===== src/sv/ubx_pkg.sv =====
// ubx_pkg: shared types and constants of the binary frame parser
// parse phase codes, event codes, sync bytes and register map
// no dependencies
`timescale 1ns / 1ps
`default_nettype none

package ubx_pkg;

	localparam logic [7:0] SYNC_FIRST = 8'hB5;
	localparam logic [7:0] SYNC_SECOND = 8'h62;
	localparam logic [15:0] LIMIT_RESET = 16'd872;

	localparam int EV_W = 3;
	localparam logic [EV_W-1:0] EV_NONE = 3'd0;
	localparam logic [EV_W-1:0] EV_DATA = 3'd1;
	localparam logic [EV_W-1:0] EV_GOOD = 3'd2;
	localparam logic [EV_W-1:0] EV_BADSUM = 3'd3;
	localparam logic [EV_W-1:0] EV_TOOLONG = 3'd4;

	localparam logic REG_MAX_LEN = 1'b0;

	typedef enum logic [8:0] {
		PH_SYNC1 = 9'b000000001,
		PH_SYNC2 = 9'b000000010,
		PH_CLASS = 9'b000000100,
		PH_IDENT = 9'b000001000,
		PH_LEN_LO = 9'b000010000,
		PH_LEN_HI = 9'b000100000,
		PH_PAYLOAD = 9'b001000000,
		PH_CK_A = 9'b010000000,
		PH_CK_B = 9'b100000000
	} phase_t;

	typedef struct packed {
		logic [15:0] payload_len;
		logic [7:0] msg_id;
		logic [7:0] class_byte;
		logic [15:0] byte_index;
		logic [7:0] data_byte;
	} result_t;

endpackage

`default_nettype wire


===== src/sv/ubx_frame_parser_top.sv =====
// ubx_frame_parser_top: binary frame parser with fletcher-8 checksum check
// stream in, stream out, apb register for the payload length limit; uses ubx_pkg
`timescale 1ns / 1ps
`default_nettype none

// Returns exactly one result word per received byte, registered in the cycle
// after the byte is accepted. The parser state (phase, the two fletcher sums,
// header fields and payload count) is updated once per accepted byte, so
// sustained rate is one byte per cycle unless stalled. One output register
// holds the result; a new byte is taken whenever that register is empty or is
// being drained in the same cycle. The result kind travels in tuser; the
// consumer must drop streamed payload bytes unless the frame ends with a good
// event. The length limit register sits at byte address 0 and resets to 872.
module ubx_frame_parser_top (
	input  wire         clk,
	input  wire         arst_n,
	input  wire         s_axis_tvalid,
	output logic        s_axis_tready,
	input  wire  [7:0]  s_axis_tdata,   // rx_byte
	output logic        m_axis_tvalid,
	input  wire         m_axis_tready,
	output logic [55:0] m_axis_tdata,   // data_byte, byte_index, class_byte, msg_id, payload_len
	output logic [2:0]  m_axis_tuser,   // event_res
	input  wire         psel,
	input  wire         penable,
	input  wire         pwrite,
	input  wire  [2:0]  paddr,
	input  wire  [31:0] pwdata,
	output logic [31:0] prdata,
	output logic        pready
);
	import ubx_pkg::*;

	phase_t phase_q, phase_d;
	logic [7:0] sum_a_q, sum_a_d, sum_b_q, sum_b_d;
	logic [7:0] class_q, class_d, ident_q, ident_d;
	logic [15:0] len_q, len_d, count_q, count_d;
	logic [15:0] max_len_q;
	logic [EV_W-1:0] ev;
	logic [7:0] data_out;
	logic [15:0] idx_out;
	logic [7:0] b;
	logic [7:0] acc_a;
	logic [15:0] count_inc;
	logic [15:0] len_full;
	logic in_acc;
	logic out_acc;
	logic cfg_wr;
	result_t res_d;

	assign b = s_axis_tdata;
	assign acc_a = sum_a_q + b;
	assign count_inc = count_q + 16'd1;
	assign len_full = {b, len_q[7:0]};
	assign s_axis_tready = !m_axis_tvalid || m_axis_tready;
	assign in_acc = s_axis_tvalid && s_axis_tready;
	assign out_acc = m_axis_tvalid && m_axis_tready;

	assign pready = 1'b1;
	assign cfg_wr = psel && penable && pwrite && pready;
	assign prdata = (paddr[2] == REG_MAX_LEN) ? {16'd0, max_len_q} : 32'd0;

	always_comb begin
		phase_d = phase_q;
		sum_a_d = sum_a_q;
		sum_b_d = sum_b_q;
		class_d = class_q;
		ident_d = ident_q;
		len_d = len_q;
		count_d = count_q;
		ev = EV_NONE;
		data_out = 8'd0;
		idx_out = 16'd0;
		unique case (phase_q)
			PH_SYNC2: begin
				phase_d = (b == SYNC_SECOND) ? PH_CLASS : PH_SYNC1;
			end
			PH_CLASS: begin
				class_d = b;
				sum_a_d = b;
				sum_b_d = b;
				phase_d = PH_IDENT;
			end
			PH_IDENT: begin
				ident_d = b;
				sum_a_d = acc_a;
				sum_b_d = sum_b_q + acc_a;
				phase_d = PH_LEN_LO;
			end
			PH_LEN_LO: begin
				len_d = {8'd0, b};
				sum_a_d = acc_a;
				sum_b_d = sum_b_q + acc_a;
				phase_d = PH_LEN_HI;
			end
			PH_LEN_HI: begin
				len_d = len_full;
				sum_a_d = acc_a;
				sum_b_d = sum_b_q + acc_a;
				priority if (len_full == 16'd0) begin
					phase_d = PH_CK_A;
				end else if (len_full <= max_len_q) begin
					count_d = 16'd0;
					phase_d = PH_PAYLOAD;
				end else begin
					ev = EV_TOOLONG;
					phase_d = PH_SYNC1;
				end
			end
			PH_PAYLOAD: begin
				ev = EV_DATA;
				data_out = b;
				idx_out = count_q;
				sum_a_d = acc_a;
				sum_b_d = sum_b_q + acc_a;
				count_d = count_inc;
				if (count_inc == len_q) begin
					phase_d = PH_CK_A;
				end
			end
			PH_CK_A: begin
				if (b == sum_a_q) begin
					phase_d = PH_CK_B;
				end else begin
					ev = EV_BADSUM;
					phase_d = PH_SYNC1;
				end
			end
			PH_CK_B: begin
				ev = (b == sum_b_q) ? EV_GOOD : EV_BADSUM;
				phase_d = PH_SYNC1;
			end
			default: begin
				phase_d = (b == SYNC_FIRST) ? PH_SYNC2 : PH_SYNC1;
			end
		endcase

		res_d.data_byte = data_out;
		res_d.byte_index = idx_out;
		if (ev == EV_NONE) begin
			res_d.class_byte = 8'd0;
			res_d.msg_id = 8'd0;
			res_d.payload_len = 16'd0;
		end else begin
			res_d.class_byte = class_d;
			res_d.msg_id = ident_d;
			res_d.payload_len = len_d;
		end
	end

	always_ff @(posedge clk or negedge arst_n) begin
		if (!arst_n) begin
			phase_q <= PH_SYNC1;
			sum_a_q <= 8'd0;
			sum_b_q <= 8'd0;
			class_q <= 8'd0;
			ident_q <= 8'd0;
			len_q <= 16'd0;
			count_q <= 16'd0;
		end else if (in_acc) begin
			phase_q <= phase_d;
			sum_a_q <= sum_a_d;
			sum_b_q <= sum_b_d;
			class_q <= class_d;
			ident_q <= ident_d;
			len_q <= len_d;
			count_q <= count_d;
		end
	end

	always_ff @(posedge clk or negedge arst_n) begin
		if (!arst_n) begin
			max_len_q <= LIMIT_RESET;
		end else if (cfg_wr && paddr[2] == REG_MAX_LEN) begin
			max_len_q <= pwdata[15:0];
		end
	end

	always_ff @(posedge clk or negedge arst_n) begin
		if (!arst_n) begin
			m_axis_tvalid <= 1'b0;
		end else if (in_acc) begin
			m_axis_tvalid <= 1'b1;
		end else if (out_acc) begin
			m_axis_tvalid <= 1'b0;
		end
	end

	always_ff @(posedge clk) begin
		if (in_acc) begin
			m_axis_tdata <= res_d;
			m_axis_tuser <= ev;
		end
	end

	// payload count never reaches the declared length while in payload
	a_count_bound: assert property (@(posedge clk) disable iff (!arst_n)
		phase_q == PH_PAYLOAD |-> count_q < len_q)
		else $error("payload count ran past frame length");

	// a streamed payload byte carries an index inside the declared length
	a_index_bound: assert property (@(posedge clk) disable iff (!arst_n)
		m_axis_tvalid && m_axis_tuser == EV_DATA |->
			m_axis_tdata[23:8] < m_axis_tdata[55:40])
		else $error("payload index outside frame length");

	// an empty event carries an all-zero word
	a_none_zero: assert property (@(posedge clk) disable iff (!arst_n)
		m_axis_tvalid && m_axis_tuser == EV_NONE |-> m_axis_tdata == 56'd0)
		else $error("empty event with nonzero word");

	// every accepted byte leaves a result waiting in the next cycle
	a_result_follows: assert property (@(posedge clk) disable iff (!arst_n)
		s_axis_tvalid && s_axis_tready |=> m_axis_tvalid)
		else $error("accepted byte produced no result");

	// fletcher sums are loaded from the class byte
	a_class_load: assert property (@(posedge clk) disable iff (!arst_n)
		s_axis_tvalid && s_axis_tready && phase_q == PH_CLASS |=>
			sum_a_q == sum_b_q && sum_a_q == class_q)
		else $error("checksum not seeded from class byte");

endmodule

`default_nettype wire

===== config.mk =====
export PLATFORM = sky130hd
export DESIGN_NAME = ubx_frame_parser_top
export DESIGN_NICKNAME = d
export VERILOG_FILES = /design/src/sv/ubx_pkg.sv /design/src/sv/ubx_frame_parser_top.sv
export SDC_FILE = /design/constraint.sdc
export NUM_CORES = 1
export LEC_CHECK = 0
export BUFFER_PORTS_ARGS = -buffer_cell sky130_fd_sc_hd__buf_2
export CAP_MARGIN = 20
export CORE_MARGIN = 2
export CORE_UTILIZATION = 40
export CTS_CLUSTER_DIAMETER = 100
export CTS_CLUSTER_SIZE = 28
export DETAILED_ROUTE_END_ITERATION = 8
export GPL_ROUTABILITY_DRIVEN = 0
export PLACE_DENSITY = 0.61
export SETUP_SLACK_MARGIN = 0.2
export SLEW_MARGIN = 25
export SYNTH_ARGS = -nofsm -noshare
export SYNTH_HDL_FRONTEND = slang
export SYNTH_SLANG_ARGS = --single-unit

===== constraint.sdc =====
create_clock -name clk -period 2.7 [get_ports clk]
set_input_delay 0 -clock clk [delete_from_list [all_inputs] [get_ports clk]]
set_output_delay 0 -clock clk [all_outputs]
set_load 0.05 [all_outputs]

==> flow_metrics.env <==
export IMPL_die_area_um2=21700
export IMPL_ys_types=66
export IMPL_antenna_found_initial=0
export IMPL_dp_cells=1178
export IMPL_grt_pass1_wl_um=33800
export IMPL_grt_max_degree=63
export IMPL_drc=0
export IMPL_ys_seq_area_share_pct=49.1
export IMPL_crit_family="compound AO/OA/AOI/OAI gates"
export IMPL_maxSlewViolCount=0
export IMPL_grt_usage_pct=20.0
export IMPL_skew_ps=15.2
export IMPL_worstSetupPathType="register to register"
export IMPL_synth_compound_area_share_pct=11.1
export IMPL_layout_drive_gt1_share_pct=39.0
export IMPL_rrSetupSlack_ps=-120
export IMPL_synth_simple_area_share_pct=16.4
export IMPL_r2r_start="sum_a_q[0]"
export IMPL_ant_nets=0
export IMPL_path_depth=14
export IMPL_synthCells=772
export IMPL_dpl_cell_area_um2=9490
export IMPL_path_cells="ha_2 > fa_2 > a21o_1 > a21oi_2 > o21bai_1 > a21oi_1 > xnor2_1 > ha_2 > nor2_1 > nor2_1 > o41ai_2 > xnor2_1 > o21a_1 > o22a_1"
export IMPL_clockBufferDepth=2
export IMPL_cpMaxStageDelayCell="dfrtp_1"
export IMPL_drt_pre_antenna_iters=5
export IMPL_startpoint="sum_a_q[0]"
export IMPL_vdd_ir_drop_worst_mv=0.430
export IMPL_synth_largest_area_cell="dfrtp_1"
export IMPL_cp_max_fo=2
export IMPL_violations="setup timing"
export IMPL_cts_root_buf="clkbuf_16"
export IMPL_wl_per_cell_um=17.1
export IMPL_final_area_um2=11000
export IMPL_nets=1058
export IMPL_final_cells=1257
export IMPL_initial_core_util_pct=40.7
export IMPL_ios=144
export IMPL_power_leakage_nw=4.81
export IMPL_powerDensity_nw_per_um2=558
export IMPL_hold_viol=0
export IMPL_die_w_um=147
export IMPL_worst_pin_slew_ps=626
export IMPL_hpwlAfterDp_um=14400
export IMPL_synth_top_area_share_pct=25.6
export IMPL_timing_rr_end="sum_b_q[7]"
export IMPL_drt_wl_total_um=21500
export IMPL_final_fill_count=1797
export IMPL_fp_row_count=52
export IMPL_max_slew_margin_pct=58.3
export IMPL_syn_avg_cell_area_um2=10.6
export IMPL_area_growth_syn_to_layout_pct=33.7
export IMPL_start_kind="register"
export IMPL_muxShareOfSynthArea_pct=8.03
export IMPL_rsz0062_at_grt="yes"
export IMPL_hold_slack_ps=73.0
export IMPL_reg2reg_depth=14
export IMPL_port_buffer_count=108
export IMPL_post_route_period_util_pct=104
export IMPL_setup_violations=1
export IMPL_path_clk_slew_ps=70
export IMPL_required_ps=3020
export IMPL_synth_area_leaders="dfrtp_1 26%, edfxtp_1 22%, mux2_2 5.4%"
export IMPL_cts_buffers=17
export IMPL_period_minus_slack_ps=2820
export IMPL_grt_pass1_vias=6322
export IMPL_vias=6535
export IMPL_critPathMaxStageDelay_ps=380
export IMPL_synth_area_um2=8210
export IMPL_crit_arrival_ps=3140
export IMPL_yosys_top_cells_count="84 x dfrtp_1, 82 x nor2_1, 60 x nand2_1"
export IMPL_yosys_area_share_adder_pct=5.37
export IMPL_vias_per_cell=5.20
export IMPL_insertion_delay_ps=430
export IMPL_setup_ws_ps=-121
export IMPL_synth_top_family_by_area="simple AND/OR/NAND/NOR gates"
export IMPL_gr_total_overflow=0
export IMPL_first_iter_violations=429
export IMPL_fmax_ghz=0.355
export IMPL_ys_warn_count=0
export IMPL_post_synth_top_count_cell="dfrtp_1"
export IMPL_cts_sinks=149
export IMPL_cts_tree="yes"
export IMPL_crit_end="sum_b_q[7]"
export IMPL_synth_seq_cells=149
export IMPL_hp_class="primary input to register"
export IMPL_synth_edff_count=59
export IMPL_postSynth_asyncResetShare_pct=60.4
export IMPL_antenna_cells=0
export IMPL_crit_path_end_kind="register"
export IMPL_status="finished with violations"
export IMPL_core_um2=20200
export IMPL_path_buf_inv=0
export IMPL_drv_cap=0
export IMPL_final_util_pct=54.4
export IMPL_synth_flop_cell="dfrtp_1"
export IMPL_cts_htree_levels=4
export IMPL_die_y_um=147
export IMPL_synth_xor_area_share_pct=4.91
where the power goes:
group / internal (W) / switching, W / total [W]
registers: 0.00250 / 0.0000780 / 0.00258
logic: 0.000464 / 0.000814 / 0.00128
clock network: 0.00123 / 0.00104 / 0.00226
total: 0.00419 / 0.00193 / 0.00612
logic make-up (layout without fill, tap and decap cells):
| logic type | Yosys count | after routing |
|---|---|---|
| and+or+nand+nor | 261 | 261 |
| adders and majority gates | 34 | 34 |
| xor gates and xnor gates | 46 | 46 |
| AOI/OAI and AO/OA | 142 | 143 |
| muxes | 59 | 59 |
| other | 2 | 17 |
| buffers and inverters | 79 | 278 |
| DFF | 149 | 149 |
registers in the layout (all words and copies together), names as in the netlist, 3 cells and up:
signal,cells
class_q,8
phase_q,9
len_q,16
max_len_q,16
m_axis_tuser,3
ident_q,8
m_axis_tdata,56
sum_a_q,8
count_q,16
sum_b_q,8
stage by stage:
step	setup WS [ps]	TNS [ps]	power [W]
after floorplan	-28.3	-29.2	0.00343
after global placement	-114	-114	0.00374
after detailed placement	-160	-174	0.00376
after CTS	-130	-130	0.00611
after global routing	-271	-447	0.00639
final	-121	-121	0.00612
tightest hold or removal path: stages:
cell	delay [ps]
buf_2	120
buf_4	200
nand2_1	70
o21ai_0	70
per-layer routing:
layer / routed length, µm / part of all wire [%] / vias up / GRT usage, %
li1: - / - / 3137 / -
met1: 9430 / 44 / 3125 / 26.6
met2: 10400 / 48 / 235 / 32.9
met3: 1230 / 5.7 / 38 / 3.82
met4: 458 / 2.1 / 0 / 7.02
met5: 0 / 0 / - / 0
cells in the final DEF, fill, tap and decap left out, types with 9 or more instances in the layout:
cell / Yosys / routed
xor2_1: 20 / 19
inv_1: 24 / 20
edfxtp_1: 59 / 59
ha_1: 32 / 25
conb_1: 2 / 17
a22o_1: 9 / 9
a21oi_2: 0 / 9
nand3_1: 11 / 10
o21ai_0: 36 / 23
dlygate4sd3_1: 0 / 19
buf_2: 6 / 107
mux2i_1: 16 / 16
nor2_4: 0 / 23
clkbuf_16: 0 / 18
and2_1: 31 / 29
o21ai_1: 1 / 12
buf_4: 19 / 82
nand2_1: 60 / 56
dfrtp_1: 84 / 82
nand4_1: 15 / 15
a21oi_1: 43 / 29
o211ai_1: 9 / 9
mux2_2: 39 / 39
nor2_1: 82 / 58
xnor2_1: 26 / 19
how the worst min path moves through the flow:
stage                    start         end  slack [ps]  cells past startpoint
2_1_floorplan           arst_n  class_q[0]        -300                      0
3_3_place_gp            arst_n  ident_q[3]          60                      1
3_5_place_dp            arst_n  ident_q[3]          60                      1
4_1_cts        s_axis_tdata[0]    len_q[0]          60                      4
5_1_grt        s_axis_tdata[0]    len_q[0]          60                      4
6_report       s_axis_tdata[0]    len_q[0]          70                      4
layout make-up:
| type | count | area [µm²] | share of cell area (%) |
|---|---|---|---|
| Clock buffer | 18 | 439 | 4.00 |
| Timing Repair Buffer | 222 | 1570 | 14.3 |
| Inverter | 24 | 93.8 | 0.855 |
| Sequential cell | 149 | 4030 | 36.8 |
| Multi-Input combinational cell | 560 | 4380 | 39.9 |
| Tap cell | 270 | 338 | 3.08 |
| Clock inverter | 14 | 115 | 1.05 |
what timing repair did:
| action | in CTS | in global routing |
|---|---|---|
| hold endpoints to repair | 58 | 0 |
| pin swaps | 40 | 35 |
| hold buffers | 19 | 0 |
| setup endpoints to repair | 41 | 72 |
| cloned | 3 | 1 |
| setup buffers | 13 | 11 |
| resized for setup | 56 | 54 |
Power figures use the tool's default switching activity.
